<file path="config.mk">
export PLATFORM = sky130hd
export DESIGN_NAME = rucs_prep
export DESIGN_NICKNAME = d
export VERILOG_FILES = /design/src/hw/rtl/assert_macros.svh /design/src/hw/rtl/rucs_pkg.sv /design/src/hw/rtl/rucs_prep.sv
export SDC_FILE = /design/constraint.sdc
export NUM_CORES = 1
export LEC_CHECK = 0
export BUFFER_PORTS_ARGS = -buffer_cell sky130_fd_sc_hd__buf_2
export CAP_MARGIN = 20
export CORE_AREA = 3 3 252 254
export DETAILED_ROUTE_END_ITERATION = 6
export DIE_AREA = 0 0 255 257
export GPL_TIMING_DRIVEN = 0
export HOLD_SLACK_MARGIN = 0.12
export PLACE_DENSITY_LB_ADDON = 0.3
export SYNTH_ARGS = -nofsm -noshare
export SYNTH_HDL_FRONTEND = slang
export SYNTH_SLANG_ARGS = --single-unit
</file>
<file path="constraint.sdc">
create_clock -name clk -period 7.1 [get_ports clk]
set_clock_uncertainty 0.2 [all_clocks]
set_input_delay 1.775 -clock clk [delete_from_list [all_inputs] [get_ports clk]]
set_output_delay 1.775 -clock clk [all_outputs]
set_load 0.01 [all_outputs]
</file>
<file path="src/hw/rtl/assert_macros.svh">
// Assertion helper macros for the slab test RTL.
// Included by modules that carry concurrent assertions; no other dependencies.
`ifndef ASSERT_MACROS_SVH
`define ASSERT_MACROS_SVH
`ifndef SYNTHESIS
`define RUCS_ASSERT(lbl, clk, rstn, prop, msg) \
    lbl: assert property (@(posedge clk) disable iff (!rstn) (prop)) else $error(msg);
`define RUCS_ASSERT_ALWAYS(lbl, clk, prop, msg) \
    lbl: assert property (@(posedge clk) (prop)) else $error(msg);
`else
`define RUCS_ASSERT(lbl, clk, rstn, prop, msg)
`define RUCS_ASSERT_ALWAYS(lbl, clk, prop, msg)
`endif
`endif

</file>
<file path="src/hw/rtl/rucs_pkg.sv">
// Shared types and constants for the ray / unit cube slab test.
// No dependencies.
`default_nettype none
package rucs_pkg;

    localparam int FRAC_BITS_DEF = 16;
    localparam int THR_W         = 17;
    localparam logic [THR_W-1:0] THR_RESET = 17'd7;

    localparam logic signed [31:0] Q_MAX = 32'sh7FFF_FFFF;
    localparam logic signed [31:0] Q_MIN = 32'sh8000_0000;

    // one ray word
    typedef struct packed {
        logic signed [31:0] origin_x;
        logic signed [31:0] origin_y;
        logic signed [31:0] origin_z;
        logic signed [31:0] dir_x;
        logic signed [31:0] dir_y;
        logic signed [31:0] dir_z;
        logic [15:0]        body_id;
    } ray_t;

    // one result word
    typedef struct packed {
        logic               hit;
        logic signed [31:0] t_near;
        logic signed [31:0] t_far;
        logic [15:0]        result_body_id;
    } result_t;

    // per-axis control that rides beside the dividers
    typedef struct packed {
        logic par;   // direction counts as parallel
        logic qneg0; // quotient sign, entry plane
        logic qneg1; // quotient sign, exit plane
        logic npos0;
        logic nneg0;
        logic npos1;
        logic nneg1;
    } axis_ctl_t;

    typedef struct packed {
        axis_ctl_t [2:0] ctl;
        logic [15:0]     body_id;
    } side_t;

endpackage
`default_nettype wire

</file>
<file path="src/hw/rtl/rucs_prep.sv">
// Front stage: numerators, magnitudes, parallel detection, registered.
// Uses rucs_pkg.
`default_nettype none
module rucs_prep #(
    parameter int FRAC_BITS = rucs_pkg::FRAC_BITS_DEF,
    parameter int QW        = 48
) (
    input  wire                          clk,
    input  wire rucs_pkg::ray_t          ray,
    input  wire [rucs_pkg::THR_W-1:0]    thr,
    output logic [QW-1:0]                num_mag [6],
    output logic [31:0]                  den_mag [3],
    output rucs_pkg::side_t              side
);
    import rucs_pkg::*;

    localparam logic signed [32:0] ONE = 33'sd1 <<< FRAC_BITS;

    logic signed [31:0] org [3];
    logic signed [31:0] dir [3];
    logic [QW-1:0]      num_next [6];
    logic [31:0]        den_next [3];
    side_t              side_next;
    logic [QW-1:0]      num_reg [6];
    logic [31:0]        den_reg [3];
    side_t              side_reg;

    assign org[0] = ray.origin_x;
    assign org[1] = ray.origin_y;
    assign org[2] = ray.origin_z;
    assign dir[0] = ray.dir_x;
    assign dir[1] = ray.dir_y;
    assign dir[2] = ray.dir_z;

    // per axis: n0 = -1 - o, n1 = 1 - o, |dir|, parallel test
    always_comb
    begin
        logic signed [32:0] n0;
        logic signed [32:0] n1;
        logic [32:0]        a0;
        logic [32:0]        a1;
        logic [32:0]        dm;
        side_next.body_id = ray.body_id;
        for (int k = 0; k < 3; k++)
        begin
            n0 = -ONE - 33'(org[k]);
            n1 = ONE - 33'(org[k]);
            a0 = n0[32] ? 33'(-n0) : n0;
            a1 = n1[32] ? 33'(-n1) : n1;
            dm = dir[k][31] ? 33'(-33'(dir[k])) : 33'(dir[k]);
            num_next[2*k]   = QW'({a0[31:0], {FRAC_BITS{1'b0}}});
            num_next[2*k+1] = QW'({a1[31:0], {FRAC_BITS{1'b0}}});
            den_next[k]     = dm[31:0];
            side_next.ctl[k].par   = (dm == 33'd0) || (dm < 33'(thr));
            side_next.ctl[k].qneg0 = n0[32] ^ dir[k][31];
            side_next.ctl[k].qneg1 = n1[32] ^ dir[k][31];
            side_next.ctl[k].npos0 = !n0[32] && (n0 != 33'sd0);
            side_next.ctl[k].nneg0 = n0[32];
            side_next.ctl[k].npos1 = !n1[32] && (n1 != 33'sd0);
            side_next.ctl[k].nneg1 = n1[32];
        end
    end

    // payload register, no reset
    always_ff @(posedge clk)
    begin
        num_reg  <= num_next;
        den_reg  <= den_next;
        side_reg <= side_next;
    end

    assign num_mag = num_reg;
    assign den_mag = den_reg;
    assign side    = side_reg;
endmodule
`default_nettype wire

</file>
### Word-level counts from Yosys, hierarchy flattened

Cells that the tools add are included.
W data, S select, Z words.

| cells by class | value |
|---|---|
| add/subtract/negate cells | 15 |
| $lt $le $gt $ge | 3 |
| muxes and demuxes | 9 |
| bitwise gates (word level) | 6 |
| reduce and logical (&&, ||, !) cells | 24 |

Operator list:

| kind | count |
|---|---|
| $reduce_bool A33 Y1 | 6 |
| $mux W32 | 6 |
| $neg A32 Y32 | 6 |
| $logic_not A33 Y1 | 3 |
| $lt A33 B17 Y1 | 3 |
| $mux W33 | 3 |
| $neg A32 Y33 | 3 |
| $sub A17 B32 Y33 const A | 3 |
| $sub A18 B32 Y33 const A | 3 |
| $logic_and A1 B1 Y1 | 6 |
| $logic_not A1 Y1 | 6 |
| $xor A1 B1 Y1 | 6 |
| $logic_or A1 B1 Y1 | 3 |

| word-level totals | value |
|---|---|
| register bits | 325 |
| output and inout port bits | 421 |
| word-level logic and storage cells | 88 |

### Depth between registers and ports, before layout

| depth | value |
|---|---|
| word-level depth | 4 |
| gate-level depth with buffers | 15 |
| gate-level depth less buffers | 15 |

### Worst setup path after synthesis

Ideal clock, no wire load.

| timing | value |
|---|---|
| path type | input-to-reg |
| start point | input port ray[176] (netlist name) |
| end point | register side_reg, in the netlist side[19] |
| setup time | 120 ps |
| data arrival time | 4835 ps |
| data required time | 6780 ps |
| path slack | 1945 ps |
| stages | 12 |
| path buffers | 3 |
| cells stage by stage | clkbuf_1 -> inv_1 -> ha_1 -> buf_2 -> or4b_4 -> or4_1 -> buf_2 -> o22a_1 -> nor4_2 -> nand3_1 -> or3_1 -> o31a_1 |

RTL lines:

| what | line | RTL |
|---|---|---|
| start: declaration | rucs_prep.sv:9 | `input wire rucs_pkg::ray_t ray,` |
| end signal: assignment | rucs_prep.sv:69 | `side_reg <= side_next;` |
| end: declaration | rucs_prep.sv:26 | `side_t side_reg;` |

==> results.toml <==
[clock_network]
path_clk_slew_ns = 0.06
tritoncts = "built"
ctsResizeCount = 0
cts_hold_buffers = 0
cts_buffer_depth = 3
clock_sinks = 322
root_buffer = "clkbuf_16"
htree_levels = 2
cts_buffers = 41
postCtsSetupBuffers = 0

[logic_synthesis]
synthArstFlopShare_pct = 0
yosysUniqueCellTypes = 88
synth_edf_count = 0
ys.flop_type = "dfxtp_1"
synth_top_area_share_pct = 33.4
synth-seq-cells = 322
netlist_instances = 2319
yosysMostFrequentCell = "dfxtp_1"
syn_avg_cell_area_um2 = 8.32
synth_commonest_cells = "322 x dfxtp_1, 287 x xnor2_1, 182 x nand2_1"
syn_area_um2 = 19300
synth_area_leaders = "dfxtp_1 33%, xnor2_1 13%, xor2_1 4.8%"
yosys_warnings = 0
yosysSeqAreaShare_pct = 33.4
yosysTopAreaCell = "dfxtp_1"

[floorplan]
dieArea_um2 = 65500
boundaryPins = 647
fp.dieW_um = 255
fp-row-count = 91
start_util_pct = 31.4
die_h_um = 257
core-area_um2 = 61500

[detailed_routing]
routed_wirelength_um = 74200
drc = 0
dr.pass1.iters = 5
wl_per_cell_um = 19.6
postRouteAntennaNets = 0
via_per_inst = 5.00
drt-initial-drc-count = 1271
vias = 19000

[sta]
post-route-period-util_pct = 83.7
finalHoldViolCount = 0
setup_tns_ns = 0
rsz0062_at_grt = "no"
hold-worst-slack_ns = 1.11
worstMarginPinSlew_ns = 1.01
max_freq_mhz = 168
period_minus_slack_ns = 5.94
setup_viol = 0
max_slew_margin_pct = 32.2
slew_violations = 0

[worst_setup_path]
worst-path-max-fanout = 10
critPathBufInv = 5
critPathCaptureType = "register"
critPathLaunch = "ray[176]"
cp.required_ns = 7.37
critical_path.endpoint = "num_mag[285]$_DFF_P_"
slowest_delay_ns = 0.77
cpMaxStageDelayCell = "nor4b_1"
path_delay_family = "simple AND/OR/NAND/NOR gates"
cp_cell_sequence = "buf_2, clkbuf_1, inv_1, ha_1, buf_2, nor4b_2, nand4_1, clkbuf_1, xor2_1, nand2_1, nor4b_1, nand4_1, o31ai_1, xnor2_1"
start_kind = "primary input"
crit_type = "primary input to register"
crit_arrival_ns = 6.22
cp.depth = 14

[power]
seq_power_share_pct = 38.4
p_leak_nw = 10.3
power.switching_mw = 1.60
pwr-share-comb_pct = 21.7
power_density_nw_per_um2 = 217
p_int_mw = 3.74
swShare_pct = 30.0
p_total_mw = 5.35
ir_drop_mv = 0.166
power_frac_clock_pct = 39.8

[grt]
grt_pass1_wl_um = 110000
overflow = 0
grt_pass1_vias = 18000
grt_use_total_pct = 21.6
antenna_found_initial = 21
grt_start_max_net_pins = 13

[cells_and_area]
finalNonFillerCells = 3796
nets = 3242
num-fill-cells = 6413
largest_reg_flops = 189
syn2layout_area_growth_pct = 27.4
utilization_pct = 40.0
drive_above_1_share_pct = 24.3

[place]
routabilityCongestion = 0.952
dp.final_hpwl_um = 60400
dpl.cell_count = 3709
port_buffers = 502

[run_status]
outcome = "finished, final reports clean"

[hold_path]
hold_class = "primary input to register"

[job]
drv_cap = 0
==> final cells by class <==
type                    count  area, um^2  share of cell area, %
multi-input cells        1802       11700                   47.7
inverters                  59         221                  0.901
clock inverters            17         196                  0.799
flip-flops and latches    322        6450                   26.2
repair buffers            505        2530                   10.3
well taps                 790         988                   4.02
clock buffers              57        1190                   4.83
diodes                     13        32.5                  0.132
plain buffers             231        1260                   5.13
==> layout by cell type, fill, tap and decap left out, types with 17 or more instances in the layout <==
cell         n
inv_1       58
xnor2_1    287
nor4_1      50
or4_1       28
nor3_1      95
ha_1        54
nor2_1     166
buf_2      518
o31ai_1     41
clkbuf_16   43
or3_1       45
conb_1      96
nand2b_1    33
clkbuf_1   122
o21ai_0    107
a31oi_1     26
nand3_1     60
a21oi_1     89
nand2_1    182
and2_1      17
dfxtp_1    322
nand4_1     43
xor2_1     106
and3_1      19
a21o_1      23
buf_4       99
==> per-stage QoR <==
step | cell area, um^2 | setup WS, ns
floorplan | 19700 | 1.95
global placement | 23200 | 0.572
detailed placement | 23200 | 0.690
CTS | 24600 | 1.27
global route | 24600 | 0.899
finish | 24600 | 1.16
==> how the worst min path moves through the flow <==
stage	from	to	slack (ns)	cells after the start
2_1_floorplan	ray[16]	den_mag[0]$_DFF_P_	1.60	0
3_3_place_gp	ray[2]	side[2]$_DFF_P_	1.68	1
3_5_place_dp	ray[1]	side[1]$_DFF_P_	1.68	1
4_1_cts	ray[9]	side[9]$_DFF_P_	1.07	1
5_1_grt	ray[8]	side[8]$_DFF_P_	1.07	1
6_report	ray[9]	side[9]$_DFF_P_	1.11	1
==> per-layer routing <==
layer	share of wire [%]	up-vias	global-route usage, %	wire length, um
li1	-	9295	-	-
met1	41	8751	26.7	30200
met2	46	811	35.7	34500
met3	9.5	124	6.30	7020
met4	3.3	16	7.48	2430
met5	0.16	-	0	117
==> power by group through the flow <==
stage,clock network [mW],logic (mW),registers (mW)
after floorplan,0,0.564,2.19
after global placement,0,1.16,2.09
after detailed placement,0,1.16,2.09
after CTS,2.20,1.16,2.06
after global routing,2.28,1.27,2.07
final,2.13,1.16,2.05
==> cell families after synthesis <==
| group | after synthesis | synth area share [%] |
|---|---|---|
| xor gates and xnor gates | 393 | 17.8 |
| muxes | 13 | 0.687 |
| other | 1 | 0.0194 |
| adders and majority gates | 54 | 3.50 |
| and+or+nand+nor | 831 | 22.9 |
| AOI/OAI and AO/OA | 415 | 13.9 |
| DFF | 322 | 33.4 |
| buffers and inverters | 290 | 7.69 |
Note: power is estimated with default switching activity, not from simulation.
