===== config.mk =====
export PLATFORM = sky130hd
export DESIGN_NAME = rucs_post
export DESIGN_NICKNAME = d
export VERILOG_FILES = /design/src/hw/rtl/assert_macros.svh /design/src/hw/rtl/rucs_pkg.sv /design/src/hw/rtl/rucs_post.sv
export SDC_FILE = /design/constraint.sdc
export NUM_CORES = 1
export LEC_CHECK = 0
export BUFFER_PORTS_ARGS = -buffer_cell sky130_fd_sc_hd__buf_4
export CORE_AREA = 2 2 232 234
export DETAILED_ROUTE_END_ITERATION = 12
export DIE_AREA = 0 0 234 236
export PLACE_DENSITY = 0.69
export SETUP_SLACK_MARGIN = 0.2
export SYNTH_ARGS = -nofsm -noshare
export SYNTH_HDL_FRONTEND = slang
export SYNTH_SLANG_ARGS = --single-unit

===== constraint.sdc =====
create_clock -name clk -period 13.64 [get_ports clk]
set_input_delay 0.682 -clock clk [delete_from_list [all_inputs] [get_ports clk]]
set_output_delay 0.682 -clock clk [all_outputs]
set_load 0.01 [all_outputs]

===== src/hw/rtl/assert_macros.svh =====
// Assertion helper macros for the slab test RTL.
// Included by modules that carry concurrent assertions; no other dependencies.
`ifndef ASSERT_MACROS_SVH
`define ASSERT_MACROS_SVH
`ifndef SYNTHESIS
`define RUCS_ASSERT(lbl, clk, rstn, prop, msg) \
    lbl: assert property (@(posedge clk) disable iff (!rstn) (prop)) else $error(msg);
`define RUCS_ASSERT_ALWAYS(lbl, clk, prop, msg) \
    lbl: assert property (@(posedge clk) (prop)) else $error(msg);
`else
`define RUCS_ASSERT(lbl, clk, rstn, prop, msg)
`define RUCS_ASSERT_ALWAYS(lbl, clk, prop, msg)
`endif
`endif


===== src/hw/rtl/rucs_pkg.sv =====
// Shared types and constants for the ray / unit cube slab test.
// No dependencies.
`default_nettype none
package rucs_pkg;

    localparam int FRAC_BITS_DEF = 16;
    localparam int THR_W         = 17;
    localparam logic [THR_W-1:0] THR_RESET = 17'd7;

    localparam logic signed [31:0] Q_MAX = 32'sh7FFF_FFFF;
    localparam logic signed [31:0] Q_MIN = 32'sh8000_0000;

    // one ray word
    typedef struct packed {
        logic signed [31:0] origin_x;
        logic signed [31:0] origin_y;
        logic signed [31:0] origin_z;
        logic signed [31:0] dir_x;
        logic signed [31:0] dir_y;
        logic signed [31:0] dir_z;
        logic [15:0]        body_id;
    } ray_t;

    // one result word
    typedef struct packed {
        logic               hit;
        logic signed [31:0] t_near;
        logic signed [31:0] t_far;
        logic [15:0]        result_body_id;
    } result_t;

    // per-axis control that rides beside the dividers
    typedef struct packed {
        logic par;   // direction counts as parallel
        logic qneg0; // quotient sign, entry plane
        logic qneg1; // quotient sign, exit plane
        logic npos0;
        logic nneg0;
        logic npos1;
        logic nneg1;
    } axis_ctl_t;

    typedef struct packed {
        axis_ctl_t [2:0] ctl;
        logic [15:0]     body_id;
    } side_t;

endpackage
`default_nettype wire


===== src/hw/rtl/rucs_post.sv =====
// Back end: sign, saturation, slab ordering, entry/exit reduction, hit.
// Uses rucs_pkg. Two register stages.
`default_nettype none
module rucs_post #(
    parameter int QW = 48
) (
    input  wire                   clk,
    input  wire [QW-1:0]          quo [6],
    input  wire rucs_pkg::side_t  side,
    output rucs_pkg::result_t     result
);
    import rucs_pkg::*;

    function automatic logic signed [31:0] fix_q(input logic [QW-1:0] q, input logic neg,
                                                 input logic par, input logic npos,
                                                 input logic nneg);
        logic signed [31:0] r;
        if (par)
            r = npos ? Q_MAX : (nneg ? Q_MIN : 32'sd0);
        else if (!neg)
            r = (|q[QW-1:31]) ? Q_MAX : $signed(q[31:0]);
        else if ((|q[QW-1:32]) || (q[31] && (|q[30:0])))
            r = Q_MIN;
        else
            r = $signed((~q[31:0]) + 32'd1);
        return r;
    endfunction

    logic signed [31:0] lo_next [3];
    logic signed [31:0] hi_next [3];
    logic signed [31:0] lo_reg  [3];
    logic signed [31:0] hi_reg  [3];
    logic [15:0]        id_reg;
    result_t            res_next;
    result_t            res_reg;

    // stage A: signed, saturated t values, ordered per axis
    always_comb
    begin
        logic signed [31:0] a;
        logic signed [31:0] b;
        for (int k = 0; k < 3; k++)
        begin
            a = fix_q(quo[2*k], side.ctl[k].qneg0, side.ctl[k].par,
                      side.ctl[k].npos0, side.ctl[k].nneg0);
            b = fix_q(quo[2*k+1], side.ctl[k].qneg1, side.ctl[k].par,
                      side.ctl[k].npos1, side.ctl[k].nneg1);
            lo_next[k] = (a > b) ? b : a;
            hi_next[k] = (a > b) ? a : b;
        end
    end

    always_ff @(posedge clk)
    begin
        lo_reg <= lo_next;
        hi_reg <= hi_next;
        id_reg <= side.body_id;
    end

    // stage B: largest entry, smallest exit
    always_comb
    begin
        logic signed [31:0] nr;
        logic signed [31:0] fr;
        nr = lo_reg[0];
        fr = hi_reg[0];
        for (int k = 1; k < 3; k++)
        begin
            if (lo_reg[k] > nr)
                nr = lo_reg[k];
            if (hi_reg[k] < fr)
                fr = hi_reg[k];
        end
        res_next.hit            = (nr <= fr);
        res_next.t_near         = nr;
        res_next.t_far          = fr;
        res_next.result_body_id = id_reg;
    end

    always_ff @(posedge clk)
    begin
        res_reg <= res_next;
    end

    assign result = res_reg;
endmodule
`default_nettype wire


# Word level (Yosys, flattened, before mapping)
# Cells that the tools add are included.
[word_totals]
reg_bits = 289
in_bits = 326
output_inout_bits = 81
word_cells = 107
[op_classes]
add_sub_neg = 6
n_lt_le_gt_ge = 8
mux = 46
bitwise = 6
reduce_logical = 30
[op_table]
columns = ["cell", "n"]
rows = [
  ["32-bit 2-to-1 mux", 46],
  ["32-bit by 1-bit adder with 32-bit output (second input constant)", 6],
  ["32-bit inverter", 6],
  ["31-bit OR reduction", 6],
  ["32-bit > comparator", 5],
  ["17-bit OR reduction", 6],
  ["16-bit OR reduction", 6],
  ["32-bit < comparator", 2],
  ["32-bit less-or-equal comparator", 1],
  ["1-bit logical AND", 6],
  ["1-bit logical OR", 6],
]

# Logic depth before layout (Yosys ltp)
# Gate-level depths: netlist of the first run.
[logic_depth]
word_depth = 8
mapped_depth = 35
mapped_depth_nobuf = 31

# Worst setup path before layout of the first run
# Ideal clock, no wire load.
[synth_timing]
path_kind = "flip-flop to flip-flop"
from = "reg lo_reg[89] in the netlist's numbering"
to = "reg res_reg, in the netlist result[80]"
setup_time_ns = 0.126
arrival_ns = 6.950
required_time_ns = 13.514
path_slack_ns = 6.564
path_stages_with_launch = 36
path_buffers = 5
synth_period_minus_slack_ns = 7.076
cell_sequence = "dfxtp_1 -> inv_1 -> ha_1 -> a21o_1 -> a21o_1 -> a21o_1 -> a21oi_1 -> o221ai_1 -> a21oi_1 -> and4b_1 -> or3_1 -> clkbuf_1 -> clkbuf_1 -> buf_1 -> mux2i_1 -> ha_1 -> a21o_1 -> a21o_1 -> a2111oi_0 -> o21bai_1 -> a21oi_1 -> o21ai_0 -> o31ai_1 -> clkbuf_1 -> clkbuf_1 -> o221ai_1 -> ha_1 -> a21o_1 -> a21o_1 -> a21o_1 -> a21o_1 -> a21oi_1 -> o21ai_0 -> nand2_1 -> and3_1 -> o21ai_0"
[synth_lines]
columns = ["item", "line_no", "text"]
rows = [
  ["start: declaration", "rucs_post.sv:31", "logic signed [31:0] lo_reg [3];"],
  ["start signal: assignment", "rucs_post.sv:55", "lo_reg <= lo_next;"],
  ["end signal: assignment", "rucs_post.sv:82", "res_reg <= res_next;"],
  ["end: declaration", "rucs_post.sv:35", "result_t res_reg;"],
]

==> impl_metrics.sql, run 1 <==
INSERT INTO impl_metrics (metric_group, metric, value, unit) VALUES
('setup_path', 'crit_type', 'reg -> reg', ''),
('grt', 'first_pass_grt_wire_length', '124000', 'µm'),
('timing', 'hold_violations', '0', ''),
('cts', 'cts_repair_resize_count', '0', ''),
('cts', 'tritoncts_clock_tree', 'yes', ''),
('placement', 'globalplace.congestion', '0.990', ''),
('logic_synthesis', 'postSynth.asyncResetShare', '0', ''),
('timing', 'report.final.setup_viol', '0', ''),
('cells_and_area', 'num-fill-cells', '5073', ''),
('grt', 'grt_start_max_net_pins', '98', ''),
('cells_and_area', 'top_library_cells_by_usage_in_the_layout_fill_and_taps_aside', '424 x sky130_fd_sc_hd__buf_4, 289 x sky130_fd_sc_hd__dfxtp_1, 260 x sky130_fd_sc_hd__ha_1', ''),
('logic_synthesis', 'post_synth_cell_types', '79', ''),
('cts', 'cts_sinks', '289', ''),
('cells_and_area', 'area.growth.synth_to_final', '19.6', '%'),
('min_path', 'worstHoldPathType', 'in -> reg', ''),
('logic_synthesis', 'postSynthRegisterBits', '289', ''),
('timing', 'worstMarginPinSlew', '1.15', 'ns'),
('logic_synthesis', 'synth-seq-area-share', '0.246', ''),
('cts', 'cts-root-buf', 'sky130_fd_sc_hd__clkbuf_16', ''),
('floorplan', 'design.core.area', '53100', 'µm²'),
('cts', 'path_clk_slew', '0.07', 'ns'),
('floorplan', 'floorplan.initialDensity', '0.443', ''),
('routing', 'drtIter0Drc', '1916', ''),
('routing', 'avgRoutedWirePerCell', '20.4', 'µm'),
('power', 'power.ir.vdd_worst', '0.153', 'mV'),
('cts', 'clk_path_buf_depth', '3', ''),
('timing', 'clock-skew-final', '0.0226', 'ns'),
('logic_synthesis', 'synth_cells', '2931', ''),
('cells_and_area', 'fin_nets', '3842', ''),
('cts', 'clock_tree.htree_level_count', '1', ''),
('cells_and_area', 'antenna-diode-count', '0', ''),
('timing', 'setup_tns', '0', 'ns'),
('floorplan', 'io_pins', '407', ''),
('floorplan', 'die_height', '236', 'µm'),
('placement', 'hpwl', '67100', 'µm'),
('setup_path', 'max_stage_delay_cell_worst_path', 'sky130_fd_sc_hd__nor4_1', ''),
('routing', 'via_count', '23500', ''),
('setup_path', 'critical_path_arrival', '9.35', 'ns'),
('logic_synthesis', 'syn_area_per_cell', '8.01', 'µm²'),
('timing', 'timing.max_slew.rel_slack', '0.235', ''),
('cts', 'cts_post_setup_buffers_inserted', '0', ''),
('grt', 'gr-usage-all-layers', '0.284', ''),
('timing', 'rsz0062_at_grt', 'false', ''),
('routing', 'detail-route-antenna-nets', '0', ''),
('setup_path', 'worst_setup_path_endpoint', 'result[80]$_DFF_P_', ''),
('grt', 'grt_remaining_overflow', '0', ''),
('power', 'p_leak', '13.0', 'nW'),
('setup_path', 'critical_path.max_fanout', '97', ''),
('power', 'power_per_cell_area', '165', 'nW/µm²'),
('floorplan', 'site_rows', '85', ''),
('grt', 'grt_antenna_before_repair', '1', ''),
('logic_synthesis', 'yosysWarnings', '0', ''),
('timing', 'timing.fmax', '0.112', 'GHz'),
('routing', 'drtPass1Iterations', '5', ''),
('timing', 'final_max_slew_viol_count', '0', ''),
('setup_path', 'timing.rr.end', 'result[80]$_DFF_P_', ''),
('logic_synthesis', 'syn_nets', '3517', ''),
('floorplan', 'die-area', '55200', 'µm²'),
('job', 'max_cap_violations', '0', ''),
('timing', 'fin_crit_sh', '0.653', ''),
('cts', 'cts_hold_buf', '0', ''),
('setup_path', 'critical_path.endpoint_type', 'register', ''),
('setup_path', 'reg2reg_setup_slack', '4.73', 'ns'),
('cts', 'worst_skew_pair.late_latency', '0.58', 'ns'),
('routing', 'postRouteWirelength', '81000', 'µm'),
('power', 'power.total', '4.64', 'mW'),
('floorplan', 'die_x', '234', 'µm'),
('routing', 'drc', '0', ''),
('logic_synthesis', 'synth_area', '23500', 'µm²'),
('setup_path', 'critical-path-max-stage-delay', '0.90', 'ns'),
('run_status', 'result_of_the_run', 'finished, final reports clean', '');
## power by group
group | switching (mW) | internal [mW] | total, mW
sequential | 0.151 | 1.08 | 1.23
combinational | 1.46 | 1.12 | 2.59
clock | 0.368 | 0.456 | 0.824
total | 1.98 | 2.66 | 4.64
## worst max-delay path: cells and delay by family (launching register included)
family	cells	cell delay, ns
and+or+nand+nor	6	2.14
adders and majority gates	3	0.99
buffers and inverters	4	1.60
AOI/OAI and AO/OA	15	3.38
DFF	1	0.35
muxes	1	0.24
## through the flow
stage          hold WS (ns)  utilization  worst slack, ns  instances  cell area [µm²]
2_1_floorplan         0.310            -             6.56       2931            23500
3_3_place_gp          0.310        0.510             4.94       3921            27100
3_5_place_dp          0.312        0.510             4.92       3921            27100
4_1_cts               0.185        0.529             4.86       3975            28100
5_1_grt               0.193        0.529             4.27       3975            28100
6_report              0.208        0.529             4.73       3975            28100
## synth_stat cells, types with 53 or more instances
library cell               instances  share of area
sky130_fd_sc_hd__a21oi_1         233          0.050
sky130_fd_sc_hd__nor2_1          206          0.033
sky130_fd_sc_hd__mux2i_1         230          0.098
sky130_fd_sc_hd__o21ai_0         158          0.034
sky130_fd_sc_hd__inv_1           255          0.041
sky130_fd_sc_hd__nand2_1         192          0.031
sky130_fd_sc_hd__dfxtp_1         289           0.25
sky130_fd_sc_hd__mux2_2           90          0.043
sky130_fd_sc_hd__a21o_1           75          0.024
sky130_fd_sc_hd__or3_1            56          0.015
sky130_fd_sc_hd__nand4_1          65          0.017
sky130_fd_sc_hd__clkbuf_1        102          0.016
sky130_fd_sc_hd__nor3_1          105          0.022
sky130_fd_sc_hd__a31oi_1          72          0.019
sky130_fd_sc_hd__ha_1            260           0.14
sky130_fd_sc_hd__nor4_1           53          0.014
## worst min path at each step
stage                       from                end  slack [ns]
6_report                 side[9]  id_reg[9]$_DFF_P_        0.21
5_1_grt                  side[4]  id_reg[4]$_DFF_P_        0.19
4_1_cts                  side[4]  id_reg[4]$_DFF_P_        0.19
3_5_place_dp   id_reg[6]$_DFF_P_  result[6]$_DFF_P_        0.31
3_3_place_gp   id_reg[5]$_DFF_P_  result[5]$_DFF_P_        0.31
2_1_floorplan  id_reg[0]$_DFF_P_  result[0]$_DFF_P_        0.31
## cell type report
cell class | instances | area, µm² | area share
multi-input combinational | 2256 | 16300 | 0.580
sequential | 289 | 5790 | 0.206
timing repair buffer | 424 | 3180 | 0.113
inverter | 256 | 961 | 0.0342
tap | 696 | 871 | 0.0310
clock buffer | 32 | 767 | 0.0273
clock inverter | 22 | 228 | 0.00811
## cell families (layout without fill, tap and decap cells)
group,after synthesis,in the layout,share of synthesized area
and+or+nand+nor,877,877,0.192
AOI/OAI and AO/OA,785,785,0.213
buffers and inverters,386,734,0.0632
muxes,320,320,0.141
DFF,289,289,0.246
adders and majority gates,260,260,0.138
xor gates and xnor gates,14,14,0.00522
## routing by layer
layer | up-vias | wire, µm | track usage
met4 | 0 | 2420 | 0.0792
met1 | 11000 | 36700 | 0.398
li1 | 11500 | - | -
met5 | - | 0 | 0
met3 | 124 | 5130 | 0.0272
met2 | 881 | 36700 | 0.460
Power figures use the tool's default switching activity.
==> run 2, diff against run 1 <==
--- a/config.mk
+++ b/config.mk
@@ -5,10 +5,11 @@
 export SDC_FILE = /design/constraint.sdc
 export NUM_CORES = 1
 export LEC_CHECK = 0
+export ABC_AREA = 1
 export BUFFER_PORTS_ARGS = -buffer_cell sky130_fd_sc_hd__buf_4
-export CORE_AREA = 2 2 232 234
+export CORE_AREA = 2 2 233 235
 export DETAILED_ROUTE_END_ITERATION = 12
-export DIE_AREA = 0 0 234 236
+export DIE_AREA = 0 0 235 237
 export PLACE_DENSITY = 0.69
 export SETUP_SLACK_MARGIN = 0.2
 export SYNTH_ARGS = -nofsm -noshare
==> constraint.sdc (replaced) <==
create_clock -name clk -period 8.8 [get_ports clk]
set_input_delay 0.44 -clock clk [delete_from_list [all_inputs] [get_ports clk]]
set_output_delay 0.44 -clock clk [all_outputs]
set_load 0.01 [all_outputs]
==> run 2 against run 1 <==
- critical endpoint unchanged
- sequential power is 76% higher
- highest routed layer is now met5
- count of clock-buffer cells in the layout is 1 higher
- global-route usage is 0.35 points lower
==> impl_metrics.sql, run 2 <==
INSERT INTO impl_metrics (metric_group, metric, value, unit) VALUES
('cts', 'clk_path_buf_depth', '3', ''),
('power', 'power.internal', '5.40', 'mW'),
('timing', 'setup_tns', '0', 'ns'),
('timing', 'fin_worst_hold_slack', '0.320', 'ns'),
('routing', 'drtIter0Drc', '2304', ''),
('placement', 'placement.io_buffers', '406', ''),
('setup_path', 'critical-path-max-stage-delay', '0.61', 'ns'),
('setup_path', 'setup.worst_path.start_class', 'register', ''),
('routing', 'via_count', '25400', ''),
('routing', 'drc', '0', ''),
('power', 'power_frac_comb', '0.693', ''),
('logic_synthesis', 'syn_area_per_cell', '6.59', 'µm²'),
('min_path', 'timing.hold.worst.start', 'side[26]', ''),
('cells_and_area', 'top_library_cells_by_usage_in_the_layout_fill_and_taps_aside', '726 x sky130_fd_sc_hd__nand2_1, 454 x sky130_fd_sc_hd__inv_1, 443 x sky130_fd_sc_hd__o21ai_0', ''),
('setup_path', 'crit_buf_inv', '5', ''),
('logic_synthesis', 'synth_most_common_cell', 'sky130_fd_sc_hd__nand2_1', ''),
('timing', 'timing.fmax', '0.146', 'GHz'),
('cells_and_area', 'final_common_cell', 'sky130_fd_sc_hd__nand2_1', ''),
('floorplan', 'design.core.area', '53300', 'µm²'),
('cts', 'worst_skew_pair.late_latency', '0.57', 'ns'),
('routing', 'avgViaCountPerCell', '5.46', ''),
('logic_synthesis', 'yosysTopAreaCell', 'sky130_fd_sc_hd__dfxtp_1', ''),
('grt', 'grt_pass1_vias', '22600', ''),
('floorplan', 'die_height', '237', 'µm'),
('grt', 'first_pass_grt_wire_length', '125000', 'µm'),
('power', 'clock_power_share', '0.118', ''),
('routing', 'met3WireLength', '6070', 'µm'),
('cts', 'tritoncts_clock_tree', 'yes', ''),
('setup_path', 'crit-reg2reg-launch', 'hi_reg[91]$_DFF_P_', ''),
('routing', 'detail-route-antenna-nets', '0', ''),
('routing', 'routed.top_layer', 'met5', ''),
('cts', 'cts-root-buf', 'sky130_fd_sc_hd__clkbuf_16', ''),
('grt', 'grt_remaining_overflow', '0', ''),
('logic_synthesis', 'synth_cells', '3588', ''),
('run_status', 'result_of_the_run', 'finished, final reports clean', ''),
('logic_synthesis', 'post_synth_cell_types', '63', ''),
('timing', 'worstMarginPinSlew', '1.11', 'ns'),
('cells_and_area', 'fin_nets', '4509', ''),
('cts', 'tritoncts.num_buffers', '28', ''),
('grt', 'gr-usage-all-layers', '0.280', ''),
('routing', 'wl_met1', '36300', 'µm'),
('setup_path', 'max_stage_delay_cell_worst_path', 'sky130_fd_sc_hd__nand2_2', ''),
('setup_path', 'critical_path_arrival', '7.29', 'ns'),
('logic_synthesis', 'postSynthRegisterBits', '289', ''),
('placement', 'hpwl', '67900', 'µm'),
('logic_synthesis', 'synth_top_cells_by_area', 'sky130_fd_sc_hd__dfxtp_1 24%, sky130_fd_sc_hd__ha_1 14%, sky130_fd_sc_hd__nand2_1 12%', ''),
('placement', 'globalplace.congestion', '0.953', ''),
('job', 'max_cap_violations', '0', ''),
('power', 'net_switching_power_of_the_design', '6.06', 'mW'),
('timing', 'hold_violations', '0', ''),
('logic_synthesis', 'synth_largest_type_area_fraction', '0.245', ''),
('power', 'power.total', '11.5', 'mW'),
('timing', 'rsz0062_at_grt', 'false', ''),
('timing', 'fin_crit_sh', '0.777', ''),
('timing', 'timing.max_slew.rel_slack', '0.259', ''),
('grt', 'grt_antenna_before_repair', '4', ''),
('timing', 'clock-skew-final', '0.0196', 'ns'),
('setup_path', 'critical_path.top_delay_family', 'compound AO/OA/AOI/OAI gates', ''),
('power', 'switching_fraction', '0.529', ''),
('cts', 'cts_repair_resize_count', '0', ''),
('logic_synthesis', 'syn_nets', '4174', ''),
('cells_and_area', 'drive_above_1_share', '0.149', ''),
('setup_path', 'crit_type', 'reg -> reg', ''),
('power', 'power_per_cell_area', '403', 'nW/µm²'),
('cts', 'cts_sinks', '289', ''),
('timing', 'final_max_slew_viol_count', '0', ''),
('cells_and_area', 'num-fill-cells', '5352', ''),
('floorplan', 'io_pins', '407', ''),
('routing', 'drtPass1Iterations', '7', ''),
('setup_path', 'critical_path.endpoint_type', 'register', ''),
('floorplan', 'site_rows', '85', ''),
('floorplan', 'die-area', '55700', 'µm²'),
('floorplan', 'floorplan.initialDensity', '0.444', ''),
('setup_path', 'critical_path.max_fanout', '41', ''),
('cts', 'path_clk_slew', '0.08', 'ns'),
('power', 'share_seq_of_total_power', '0.188', ''),
('power', 'power.ir.vdd_worst', '0.465', 'mV'),
('timing', 'final_critical_path_setup_slack', '1.97', 'ns'),
('routing', 'avgRoutedWirePerCell', '17.6', 'µm'),
('floorplan', 'die_x', '235', 'µm'),
('routing', 'wl_met2', '37200', 'µm'),
('logic_synthesis', 'synth_flop_type', 'sky130_fd_sc_hd__dfxtp_1', ''),
('timing', 'report.final.setup_viol', '0', ''),
('power', 'p_leak', '13.8', 'nW'),
('routing', 'postRouteWirelength', '81800', 'µm'),
('min_path', 'worstHoldPathType', 'in -> reg', ''),
('grt', 'grt_start_max_net_pins', '71', ''),
('timing', 'crit_path_time_final', '6.83', 'ns'),
('setup_path', 'critPathMostFrequentCell', 'sky130_fd_sc_hd__a21oi_1', ''),
('logic_synthesis', 'yosysWarnings', '0', ''),
('setup_path', 'worstSetupStartpoint', 'hi_reg[91]$_DFF_P_', ''),
('logic_synthesis', 'synth_area', '23700', 'µm²'),
('cells_and_area', 'area.growth.synth_to_final', '20.2', '%'),
('logic_synthesis', 'postSynth.asyncResetShare', '0', ''),
('logic_synthesis', 'ys_top_cells_by_count', '729 x sky130_fd_sc_hd__nand2_1, 454 x sky130_fd_sc_hd__inv_1, 443 x sky130_fd_sc_hd__o21ai_0', ''),
('setup_path', 'required', '9.26', 'ns'),
('logic_synthesis', 'synth-seq-area-share', '0.245', ''),
('placement', 'preCtsSetupSlack', '2.11', 'ns'),
('logic_synthesis', 'synth_enable_flop_cells', '0', ''),
('cts', 'clock_tree.htree_level_count', '1', '');
[run 2: per-layer routing]
layer / global-route usage / vias to the layer above
li1: - / 12800
met1: 0.390 / 11400
met5: 0 / -
met2: 0.463 / 1023
met4: 0.0712 / 2
met3: 0.0280 / 112
[run 2: path summary, 6_finish.rpt]
check	cells past startpoint	endpoint	slack (ns)
hold reg to reg	0	result[11]$_DFF_P_	0.33
setup / recovery	35	result[80]$_DFF_P_	1.97
hold / removal	3	hi_reg[32]$_DFF_P_	0.32
setup reg to reg	35	result[80]$_DFF_P_	1.97
[run 2: area by class of cell]
type | count | area [µm²] | area share
well taps | 696 | 871 | 0.0306
multi-input cells | 2686 | 15600 | 0.547
inverters | 473 | 1780 | 0.0625
flip-flops and latches | 289 | 5790 | 0.203
clock inverters | 19 | 287 | 0.0101
diodes | 1 | 2.50 | 0.0000880
clock buffers | 33 | 771 | 0.0271
repair buffers | 445 | 3380 | 0.119
[run 2: worst register-to-register path, delay by kind of cell, from the launching register on]
family | cells | cell delay, ns
buffers and inverters | 5 | 1.00
AOI/OAI and AO/OA | 15 | 2.82
xor gates and xnor gates | 1 | 0.11
adders and majority gates | 3 | 0.83
and+or+nand+nor | 11 | 1.66
DFF | 1 | 0.33
[run 2: power groups by stage]
stage	clock network (mW)	logic (mW)	registers, mW
global placement	0	7.64	2.17
floorplan	0	5.16	2.12
global route	1.43	8.91	2.19
detailed placement	0	7.70	2.18
CTS	1.38	7.77	2.15
finish	1.36	7.94	2.16
[run 2: stage by stage]
stage                util  instance area [µm²]  cells
global route        0.534                28400   4641
floorplan               -                23700   3588
global placement    0.511                27200   4573
CTS                 0.534                28400   4641
finish              0.534                28400   4642
detailed placement  0.511                27200   4573
[run 2: logic make-up after synthesis]
kind of cell / synth area share
AOI/OAI and AO/OA: 0.214
xor gates and xnor gates: 0.0396
DFF: 0.245
adders and majority gates: 0.138
and+or+nand+nor: 0.266
buffers and inverters: 0.0983
[run 2: timing repair]
item                                   4_1_cts  5_1_grt
buffers inserted                             0        0
endpoints found under the hold margin       16        0
hold buffers                                16        0
